--- src/rtl/core/sblit_pkg.sv ---
// shared types and constants for the sprite blitter core
// no dependencies; imported by every module under rtl/core
package sblit_pkg;

  // configuration register indexes
  localparam logic [1:0] CFG_CLIP_ENABLE = 2'd0;
  localparam logic [1:0] CFG_CLIP_COLS   = 2'd1;
  localparam logic [1:0] CFG_CLIP_ROWS   = 2'd2;

  localparam int unsigned IN_TDATA_W  = 64;
  localparam int unsigned OUT_TDATA_W = 24;

  typedef enum logic [1:0] {
    MODE_PASS       = 2'd0,
    MODE_RECOLOR    = 2'd1,
    MODE_SILHOUETTE = 2'd2
  } color_mode_e;

  typedef struct packed {
    logic       clip_enable;
    logic [7:0] clip_cols;
    logic [7:0] clip_rows;
  } cfg_t;

  // one source pixel as it leaves the counter stage
  typedef struct packed {
    logic [7:0]        dx;
    logic [7:0]        dy;
    logic [8:0]        width;      // 1..256
    logic signed [9:0] origin_x;
    logic signed [9:0] origin_y;
    logic [7:0]        color;
    logic signed [8:0] transp;
    logic              mirror;
    logic [1:0]        mode;
    logic [7:0]        target;
    logic [7:0]        repl;
  } stage_t;

endpackage

--- src/rtl/core/sblit_cnt.sv ---
// input stage: column/row counters and the registered pixel beat
// depends on sblit_pkg
module sblit_cnt (
  input  logic                              clk_i,
  input  logic                              rst_ni,
  input  logic                              in_valid_i,
  output logic                              in_ready_o,
  input  logic                              first_i,
  input  logic [sblit_pkg::IN_TDATA_W-1:0]  data_i,
  output logic                              st_valid_o,
  input  logic                              st_ready_i,
  output sblit_pkg::stage_t                 st_o
);
  import sblit_pkg::*;

  logic [7:0] col_q, col_d, row_q, row_d;
  logic [7:0] col_base, row_base;
  logic [8:0] width;
  logic       st_valid_q, st_valid_d;
  stage_t     st_q, st_d;
  logic       accept;

  assign in_ready_o = !st_valid_q || st_ready_i;
  assign accept     = in_valid_i && in_ready_o;

  always_comb begin
    col_base = first_i ? 8'd0 : col_q;
    row_base = first_i ? 8'd0 : row_q;
    // zero width means a full 256 columns
    width = (data_i[27:20] == 8'd0) ? 9'd256 : {1'b0, data_i[27:20]};
    col_d = col_q;
    row_d = row_q;
    if (accept) begin
      if ({1'b0, col_base} + 9'd1 >= width) begin
        col_d = 8'd0;
        row_d = row_base + 8'd1;
      end else begin
        col_d = col_base + 8'd1;
        row_d = row_base;
      end
    end
  end

  always_comb begin
    st_d          = st_q;
    st_valid_d    = st_valid_q;
    if (accept) begin
      st_valid_d  = 1'b1;
      st_d.dx       = col_base;
      st_d.dy       = row_base;
      st_d.width    = width;
      st_d.origin_x = data_i[9:0];
      st_d.origin_y = data_i[19:10];
      st_d.color    = data_i[35:28];
      st_d.transp   = data_i[44:36];
      st_d.mirror   = data_i[45];
      st_d.mode     = data_i[47:46];
      st_d.target   = data_i[55:48];
      st_d.repl     = data_i[63:56];
    end else if (st_ready_i) begin
      st_valid_d  = 1'b0;
    end
  end

  always_ff @(posedge clk_i or negedge rst_ni) begin
    if (!rst_ni) begin
      col_q      <= 8'd0;
      row_q      <= 8'd0;
      st_valid_q <= 1'b0;
    end else begin
      col_q      <= col_d;
      row_q      <= row_d;
      st_valid_q <= st_valid_d;
    end
  end

  always_ff @(posedge clk_i) begin
    st_q <= st_d;
  end

  assign st_valid_o = st_valid_q;
  assign st_o       = st_q;

endmodule

--- src/rtl/core/sblit_pix.sv ---
// placement, clip, transparency and recolor, then the output register
// depends on sblit_pkg
module sblit_pix #(
  parameter int unsigned SCREEN_WIDTH  = 110,
  parameter int unsigned SCREEN_HEIGHT = 88
) (
  input  logic                              clk_i,
  input  logic                              rst_ni,
  input  sblit_pkg::cfg_t                   cfg_i,
  input  logic                              st_valid_i,
  output logic                              st_ready_o,
  input  sblit_pkg::stage_t                 st_i,
  output logic                              out_valid_o,
  input  logic                              out_ready_i,
  output logic [sblit_pkg::OUT_TDATA_W-1:0] out_data_o
);
  import sblit_pkg::*;

  localparam logic signed [11:0] ScrW = 12'(SCREEN_WIDTH);
  localparam logic signed [11:0] ScrH = 12'(SCREEN_HEIGHT);

  logic [8:0]         offset;
  logic signed [11:0] px, py;
  logic               keep;
  logic [7:0]         color;
  logic               out_valid_q, out_valid_d;
  logic [6:0]         px_q, py_q;
  logic [7:0]         color_q;
  logic               load;

  always_comb begin
    if (st_i.mirror) begin
      offset = st_i.width - 9'd1 - (({1'b0, st_i.dx} < st_i.width) ? {1'b0, st_i.dx} : 9'd0);
    end else begin
      offset = {1'b0, st_i.dx};
    end
    px = 12'(st_i.origin_x) + $signed({3'b000, offset});
    py = 12'(st_i.origin_y) + $signed({4'b0000, st_i.dy});

    keep = 1'b1;
    if ({1'b0, st_i.dx} >= st_i.width) keep = 1'b0;
    if (cfg_i.clip_enable &&
        (st_i.dx >= cfg_i.clip_cols || st_i.dy >= cfg_i.clip_rows)) keep = 1'b0;
    if (px < 12'sd0 || py < 12'sd0 || px >= ScrW || py >= ScrH) keep = 1'b0;
    // negative transparent index disables transparency
    if (!st_i.transp[8] && st_i.transp[7:0] == st_i.color) keep = 1'b0;

    case (color_mode_e'(st_i.mode))
      MODE_RECOLOR:    color = (st_i.color == st_i.target) ? st_i.repl : st_i.color;
      MODE_SILHOUETTE: color = st_i.repl;
      default:         color = st_i.color;
    endcase
  end

  assign st_ready_o = !out_valid_q || out_ready_i;
  assign load       = st_valid_i && st_ready_o;

  always_comb begin
    out_valid_d = out_valid_q;
    if (load) begin
      out_valid_d = keep;
    end else if (out_ready_i) begin
      out_valid_d = 1'b0;
    end
  end

  always_ff @(posedge clk_i or negedge rst_ni) begin
    if (!rst_ni) begin
      out_valid_q <= 1'b0;
    end else begin
      out_valid_q <= out_valid_d;
    end
  end

  always_ff @(posedge clk_i) begin
    if (load) begin
      px_q    <= px[6:0];
      py_q    <= py[6:0];
      color_q <= color;
    end
  end

  assign out_valid_o = out_valid_q;
  assign out_data_o  = {2'b00, color_q, py_q, px_q};

endmodule

--- src/rtl/core/sprite_blitter_core.sv ---
// sprite blitter core: top level joining the counter stage and pixel stage
// depends on sblit_pkg, sblit_cnt, sblit_pix
//
// usage:
//   s_axis carries one source pixel per beat in raster order; tuser marks
//   the first pixel of a sprite and restarts the column and row counters.
//   m_axis carries one frame buffer write per kept pixel; pixels that are
//   clipped, off screen or transparent produce no beat.
//   cfg_* writes clip enable (0), clip columns (1), clip rows (2); write it
//   only while the core is idle. cfg_ready_o is always high.
// pipeline and throughput:
//   a kept pixel reaches m_axis through the counter register, then the output
//   register. one pixel per cycle is sustained while m_axis_tready is high,
//   since each stage is a counter update or a handful of adds and compares.
// reset:
//   counters, clip registers and both valid flags clear.
// stall:
//   when m_axis_tready is low the output register holds, the counter stage
//   still takes one more beat if it is empty, and then s_axis_tready drops.
module sprite_blitter_core #(
  parameter int unsigned SCREEN_WIDTH  = 110,
  parameter int unsigned SCREEN_HEIGHT = 88
) (
  input  logic                               clk_i,
  input  logic                               rst_ni,
  input  logic                               s_axis_tvalid,
  output logic                               s_axis_tready,
  // origin_x, origin_y, sprite_width, pixel_color, key color,
  // mirror, color_mode, recolor source, recolor value
  input  logic [sblit_pkg::IN_TDATA_W-1:0]   s_axis_tdata,
  // first_pixel
  input  logic                               s_axis_tuser,
  output logic                               m_axis_tvalid,
  input  logic                               m_axis_tready,
  // pixel_x, pixel_y, out_color, zero pad
  output logic [sblit_pkg::OUT_TDATA_W-1:0]  m_axis_tdata,
  input  logic                               cfg_valid_i,
  output logic                               cfg_ready_o,
  input  logic [1:0]                         cfg_index_i,
  input  logic [7:0]                         cfg_data_i
);
  import sblit_pkg::*;

  cfg_t   cfg_q, cfg_d;
  stage_t st;
  logic   st_valid, st_ready;

  assign cfg_ready_o = 1'b1;

  always_comb begin
    cfg_d = cfg_q;
    if (cfg_valid_i) begin
      case (cfg_index_i)
        CFG_CLIP_ENABLE: cfg_d.clip_enable = cfg_data_i[0];
        CFG_CLIP_COLS:   cfg_d.clip_cols   = cfg_data_i;
        CFG_CLIP_ROWS:   cfg_d.clip_rows   = cfg_data_i;
        default:         cfg_d = cfg_q;
      endcase
    end
  end

  always_ff @(posedge clk_i or negedge rst_ni) begin
    if (!rst_ni) begin
      cfg_q <= '0;
    end else begin
      cfg_q <= cfg_d;
    end
  end

  sblit_cnt u_cnt (
    .clk_i      (clk_i),
    .rst_ni     (rst_ni),
    .in_valid_i (s_axis_tvalid),
    .in_ready_o (s_axis_tready),
    .first_i    (s_axis_tuser),
    .data_i     (s_axis_tdata),
    .st_valid_o (st_valid),
    .st_ready_i (st_ready),
    .st_o       (st)
  );

  sblit_pix #(
    .SCREEN_WIDTH  (SCREEN_WIDTH),
    .SCREEN_HEIGHT (SCREEN_HEIGHT)
  ) u_pix (
    .clk_i       (clk_i),
    .rst_ni      (rst_ni),
    .cfg_i       (cfg_q),
    .st_valid_i  (st_valid),
    .st_ready_o  (st_ready),
    .st_i        (st),
    .out_valid_o (m_axis_tvalid),
    .out_ready_i (m_axis_tready),
    .out_data_o  (m_axis_tdata)
  );

endmodule

--- config.mk ---
export PLATFORM = sky130hd
export DESIGN_NAME = sprite_blitter_core
export DESIGN_NICKNAME = d
export VERILOG_FILES = /design/src/rtl/core/sblit_pkg.sv /design/src/rtl/core/sblit_cnt.sv /design/src/rtl/core/sblit_pix.sv /design/src/rtl/core/sprite_blitter_core.sv
export SDC_FILE = /design/constraint.sdc
export NUM_CORES = 1
export LEC_CHECK = 0
export BUFFER_PORTS_ARGS = -buffer_cell sky130_fd_sc_hd__buf_4
export CAP_MARGIN = 40
export CORE_MARGIN = 4
export CORE_UTILIZATION = 52
export DETAILED_ROUTE_END_ITERATION = 8
export PLACE_DENSITY = 0.8
export SLEW_MARGIN = 20
export SYNTH_ARGS = -nofsm -noshare
export SYNTH_HDL_FRONTEND = slang
export SYNTH_HIERARCHICAL = 1
export SYNTH_SLANG_ARGS = --single-unit
--- constraint.sdc ---
create_clock -name clk_i -period 4.54 [get_ports clk_i]
set_input_delay 0.908 -clock clk_i [delete_from_list [all_inputs] [get_ports clk_i]]
set_output_delay 0.908 -clock clk_i [all_outputs]
set_load 0.02 [all_outputs]
==> flow_metrics.env, run 1 <==
export IMPL_fin_cells=961
export IMPL_crit_path_end_kind="register"
export IMPL_hold_class="primary input to async pin"
export IMPL_crit_slowest_cell="edfxtp_1"
export IMPL_wirelength_um=18100
export IMPL_fin_skew_ns=0.00876
export IMPL_grt_usage=0.218
export IMPL_htree_levels=4
export IMPL_grt_pass1_vias=5673
export IMPL_syn_area_um2=7460
export IMPL_synth_edf_count=103
export IMPL_grt_max_degree=60
export IMPL_synth_async_sr_flop_share=0.254
export IMPL_crit_required_ns=4.84
export IMPL_tightest_slew_ns=0.759
export IMPL_cts_clk_slew_worst_paths_ns=0.06
export IMPL_powerDensity_nw_per_um2=392
export IMPL_power_clock_fraction=0.387
export IMPL_dieArea_um2=16300
export IMPL_pwr_share_seq=0.409
export IMPL_dp_hpwl_um=12600
export IMPL_utilization=0.690
export IMPL_gp_congestion=0.892
export IMPL_place_ws_ns=-0.326
export IMPL_core_um2=14000
export IMPL_ir_drop_uv=284
export IMPL_drt_pre_antenna_iters=5
export IMPL_yosys_warnings=6
export IMPL_cts_sinks=138
export IMPL_wire_per_inst_um=18.9
export IMPL_mostFrequentLayoutCells="145 x buf_4, 103 x edfxtp_1, 51 x ha_1"
export IMPL_ant_nets=0
export IMPL_fmax_mhz=216
export IMPL_fin_hold_ws_ns=0.436
export IMPL_use_met2=0.372
export IMPL_cts_inserted_buffers=17
export IMPL_critPathMaxStageDelay_ns=0.45
export IMPL_antenna_cells=0
export IMPL_die_h_um=128
export IMPL_intPower_mw=2.77
export IMPL_initial_utilization=0.533
export IMPL_io_pins=107
export IMPL_yosysTopAreaCell="edfxtp_1"
export IMPL_place_inst=918
export IMPL_comb_power_share=0.204
export IMPL_swShare=0.266
export IMPL_synth_top_area_frac=0.415
export IMPL_post_route_period_util=1.02
export IMPL_port_buffer_count=103
export IMPL_ys_seq_area_frac=0.532
export IMPL_violations="negative setup slack"
export IMPL_drive_gt1_frac=0.335
export IMPL_root_buffer="clkbuf_16"
export IMPL_switchingPower_mw=1.00
export IMPL_drc=0
export IMPL_synthTopCellsByArea="edfxtp_1 41%, dfrtp_1 12%, ha_1 10%, mux2_2 3.2%, xor2_1 2.8%"
export IMPL_rows=43
export IMPL_cts_tree="built"
export IMPL_mostFrequentLayoutCell="buf_4"
export IMPL_die_x_um=128
export IMPL_rsz0062_at_grt="yes"
export IMPL_cp_top_family="compound AO/OA/AOI/OAI gates"
export IMPL_setup_violations=1
export IMPL_syn_to_final_growth_pct=29.3
export IMPL_overflow=0
export IMPL_drtIter0Drc=313
export IMPL_cp_num_buf_inv=1
export IMPL_drt_vias_per_instance=5.73
export IMPL_maxCapViolations=0
export IMPL_path_cells="ha_4 -> nand3_4 -> or2_4 -> a31oi_4 -> a21oi_4 -> nand2_2 -> ha_4 -> inv_2 -> fa_2 -> nor2b_2 -> o21ai_2 -> a21boi_2 -> o21ai_2 -> nand2_1 -> xor2_1 -> mux2_4 -> ha_4 -> a2111o_1 -> o22ai_4 -> nor4bb_2 -> a2111o_1 -> o21ai_1 -> o21ai_1"
export IMPL_critical_path_class="register to register"
export IMPL_crit_top_cell="ha_4"
export IMPL_clkLatencyLatePin_ns=0.42
export IMPL_synth_flop_cell="edfxtp_1"
export IMPL_period_minus_slack_ns=4.63
export IMPL_grt_util_met3=0.0525
export IMPL_grt_first_pass_wirelength_um=27700
export IMPL_p_leak_nw=4.17
export IMPL_antenna_found_initial=0
export IMPL_syn_area_per_cell_um2=12.0
export IMPL_via_count=5511
export IMPL_grt_use_met1=0.266
export IMPL_synthCells=622
export IMPL_max_slew_margin=0.494
export IMPL_cp_start_kind="register"
export IMPL_clockBufferDepth=2
export IMPL_finalMaxSlewViolations=0
export IMPL_ys_types=76
export IMPL_final_nets=913
export IMPL_fillers=963
export IMPL_cp_max_fo=4
export IMPL_status="finished with violations"
export IMPL_grt_most_used_layer="met2"
export IMPL_arrival_ns=4.93
export IMPL_hold_violations=0
export IMPL_synth_seq_cells=138
export IMPL_hold_buffers=0
export IMPL_fin_ws_ns=-0.0898
==> cells in the mapped netlist (all sizes together), types with 6 or more instances <==
library cell and instances:
edfxtp 103, ha 62, nand2 50, inv 46, dfrtp 35, nor2 32
o21ai 24, xor2 24, a21oi 23, mux2 21, nor2b 21, xnor2 13
clkbuf 11, a21o 10, buf 10, nand2b 10, nand3 10, a211oi 9
nor3 9, a22o 8, nor4 7, o31ai 6
==> per-stage QoR <==
step | power, mW | TNS [ns] | instance area (um^2)
after floorplan | 1.97 | 0 | 7470
after global placement | 2.19 | -0.123 | 8620
after detailed placement | 2.23 | -0.326 | 8620
after CTS | 3.72 | 0 | 9350
after global routing | 3.94 | -0.224 | 9650
final | 3.78 | -0.0898 | 9650
==> state kept, by name, indices dropped and copies added (netlist names) <==
register           cells
u_pix/px_q             7
u_cnt/st_o            81
u_cnt/col_q            8
u_pix/out_valid_o      1
u_pix/py_q             7
u_pix/color_q          8
u_cnt/st_valid_o       1
u_cnt/row_q            8
cfg_q                 17
==> routing by layer <==
metal  part of all wire  wire length (um)
met1               0.40              7250
met2               0.51              9310
met3              0.059              1070
met4              0.027               497
met5                  0                 0
==> logic make-up (layout without fill, tap and decap cells) <==
family / Yosys count / count (layout) / share of synthesized area
AND/OR/NAND/NOR: 172 / 172 / 0.125
flip-flops: 138 / 138 / 0.532
AO/OA/AOI/OAI: 118 / 118 / 0.115
buffers and inverters: 67 / 225 / 0.0366
adder cells (fa/ha/maj): 65 / 65 / 0.112
XOR/XNOR: 37 / 37 / 0.0434
multiplexers: 23 / 23 / 0.0344
other: 2 / 3 / 0.00101
==> worst paths after layout <==
| kind | to | from | slack, ns | depth (start not counted) |
|---|---|---|---|---|
| worst max-delay path | u_pix/out_valid_o | u_cnt/st_o[79] | -0.09 | 23 |
| worst min-delay path | u_cnt/row_q[1] | rst_ni | 0.44 | 1 |
| worst max register to register | u_pix/out_valid_o | u_cnt/st_o[79] | -0.09 | 23 |
| worst min register to register | u_cnt/row_q[1] | u_cnt/row_q[1] | 0.51 | 1 |
| max in group asynchronous | u_pix/out_valid_o | rst_ni | 3.77 | 1 |
| min in group clk_i | u_cnt/row_q[1] | u_cnt/row_q[1] | 0.51 | 1 |
==> repair_timing <==
| action | 4_1_cts | 5_1_grt |
|---|---|---|
| setup buffers | 2 | 8 |
| endpoints found under the setup margin | 1 | 1 |
| resized for setup | 21 | 42 |
| pin swaps | 13 | 41 |
| endpoints found under the hold margin | 0 | 0 |
==> area by class of cell <==
cell class | instances | area [um^2] | area share
flip-flops and latches | 138 | 3970 | 0.411
multi-input cells | 418 | 3540 | 0.367
clock buffers | 17 | 425 | 0.0441
well taps | 180 | 225 | 0.0233
repair buffers | 147 | 1110 | 0.116
inverters | 46 | 174 | 0.0180
clock inverters | 15 | 199 | 0.0206
==> power groups by stage <==
stage	Combinational, mW	Clock [mW]	Sequential (mW)
finish	0.771	1.46	1.55
global route	0.839	1.54	1.56
CTS	0.697	1.48	1.54
detailed placement	0.666	0	1.57
global placement	0.633	0	1.56
floorplan	0.383	0	1.59
No activity file was read; power rests on OpenSTA's default activity.
==> run 2, diff against run 1 <==
Settings changed: ABC_CLOCK_PERIOD_IN_PS set to 4540, PLACE_DENSITY 0.8 to 0.76.
==> flow_metrics.env, run 2 (synthesis results as in run 1) <==
export IMPL_status="finished clean"
export IMPL_critical_path_class="register to register"
export IMPL_largest_reg_flops=81
export IMPL_grt_pass1_vias=5636
export IMPL_finalMaxSlewViolations=0
export IMPL_overflow=0
export IMPL_die_x_um=128
export IMPL_root_buffer="clkbuf_16"
export IMPL_drt_pre_antenna_iters=5
export IMPL_p_leak_nw=4.18
export IMPL_intPower_mw=2.77
export IMPL_utilization=0.684
export IMPL_rows=43
export IMPL_io_pins=107
export IMPL_comb_power_share=0.201
export IMPL_hold_class="primary input to async pin"
export IMPL_fmax_mhz=221
export IMPL_final_setup_tns_ns=0
export IMPL_fin_skew_ns=0.00594
export IMPL_drc=0
export IMPL_crit_path_end_kind="register"
export IMPL_drt_vias_per_instance=5.67
export IMPL_cts_inserted_buffers=17
export IMPL_gp_congestion=0.891
export IMPL_path_cells="inv_2 -> ha_4 -> buf_4 -> a21oi_4 -> a31oi_4 -> a21oi_2 -> nand2_1 -> ha_1 -> a21o_1 -> a21o_1 -> a21o_1 -> a21o_1 -> xor2_1 -> mux2_4 -> ha_4 -> a2111o_1 -> o22ai_4 -> nor4bb_1 -> a2111o_1 -> o21ai_1 -> o21ai_1"
export IMPL_htree_levels=4
export IMPL_rsz0062_at_grt="yes"
export IMPL_final_nets=918
export IMPL_critPathMaxStageDelay_ns=0.44
export IMPL_clkLatencyLatePin_ns=0.43
export IMPL_drive_gt1_frac=0.323
export IMPL_reg2reg_setup_slack_ns=0.01
export IMPL_cp_start_kind="register"
export IMPL_arrival_ns=4.83
export IMPL_hold_buffers=0
export IMPL_cts_clk_slew_worst_paths_ns=0.06
export IMPL_clockBufferDepth=2
export IMPL_via_count=5476
export IMPL_pwr_share_seq=0.412
export IMPL_die_h_um=128
export IMPL_powerDensity_nw_per_um2=392
export IMPL_post_route_period_util=0.998
export IMPL_cp_max_fo=4
export IMPL_wirelength_um=17700
export IMPL_mostFrequentLayoutCells="151 x buf_4, 103 x edfxtp_1, 56 x ha_1"
export IMPL_syn_to_final_growth_pct=28.3
export IMPL_power_clock_fraction=0.387
export IMPL_cp_top_family="compound AO/OA/AOI/OAI gates"
export IMPL_place_inst=923
export IMPL_antenna_found_initial=0
export IMPL_swShare=0.262
export IMPL_wire_per_inst_um=18.3
export IMPL_antenna_cells=0
export IMPL_maxCapViolations=0
export IMPL_tightest_slew_ns=0.759
export IMPL_grt_usage=0.222
export IMPL_mostFrequentLayoutCell="buf_4"
export IMPL_dieArea_um2=16300
export IMPL_dp_hpwl_um=12700
export IMPL_hold_violations=0
export IMPL_period_minus_slack_ns=4.53
export IMPL_cts_tree="built"
export IMPL_core_um2=14000
export IMPL_cp_num_buf_inv=2
export IMPL_crit_slowest_cell="a2111o_1"
export IMPL_grt_first_pass_wirelength_um=28200
export IMPL_drtIter0Drc=376
export IMPL_max_slew_margin=0.493
export IMPL_ir_drop_uv=310
export IMPL_switchingPower_mw=0.984
export IMPL_crit_top_cell="a21o_1"
export IMPL_fin_cells=966
export IMPL_initial_utilization=0.533
export IMPL_port_buffer_count=103
export IMPL_cts_sinks=138
export IMPL_grt_max_degree=36
export IMPL_setup_violations=0
export IMPL_crit_required_ns=4.84
export IMPL_ant_nets=0
## run 2: metrics by stage
stage | hold WS, ns | setup slack (ns) | cell area [um^2] | power (mW)
after CTS | 0.435 | 0.0186 | 9420 | 3.73
after global routing | 0.468 | -0.193 | 9570 | 3.92
final | 0.441 | 0.0100 | 9570 | 3.75
after detailed placement | 0.496 | -0.348 | 8670 | 2.24
after global placement | 0.470 | -0.0615 | 8670 | 2.20
after floorplan | 0.456 | 0.0267 | 7470 | 1.97
## run 2: per-layer routing
metal	up-vias	GRT usage	wire length [um]
met1	2664	0.272	7220
met3	45	0.0521	1160
met2	187	0.375	8860
met4	0	0.0961	471
met5	-	0	0
li1	2580	-	-
## run 2: worst paths after layout
path | from | to | depth (start not counted)
min in group clk_i | cfg_q[9] | cfg_q[9] | 1
worst max register to register | u_cnt/st_o[63] | u_pix/out_valid_o | 21
worst min-delay path | rst_ni | u_cnt/row_q[2] | 1
max in group asynchronous | rst_ni | cfg_q[13] | 1
worst max-delay path | u_cnt/st_o[63] | u_pix/out_valid_o | 21
worst min register to register | cfg_q[9] | cfg_q[9] | 1
## run 2: layout make-up
cell class	instances	area (um^2)
Clock buffer	17	425
Sequential cell	138	3970
Fill cell	997	4420
Tap cell	180	225
Multi-Input combinational cell	418	3430
Inverter	46	174
Clock inverter	15	198
Timing Repair Buffer	152	1150
## run 2: what timing repair did
action                     CTS  global route
resized for setup           17            28
pin swaps                   18            16
setup buffers                8             3
setup endpoints to repair    1             1
## run 2: power by group through the flow
stage	registers [mW]	logic (mW)	clock network (mW)
after floorplan	1.59	0.383	0
after global placement	1.56	0.639	0
after detailed placement	1.57	0.668	0
after CTS	1.55	0.710	1.48
after global routing	1.56	0.829	1.53
final	1.55	0.755	1.45
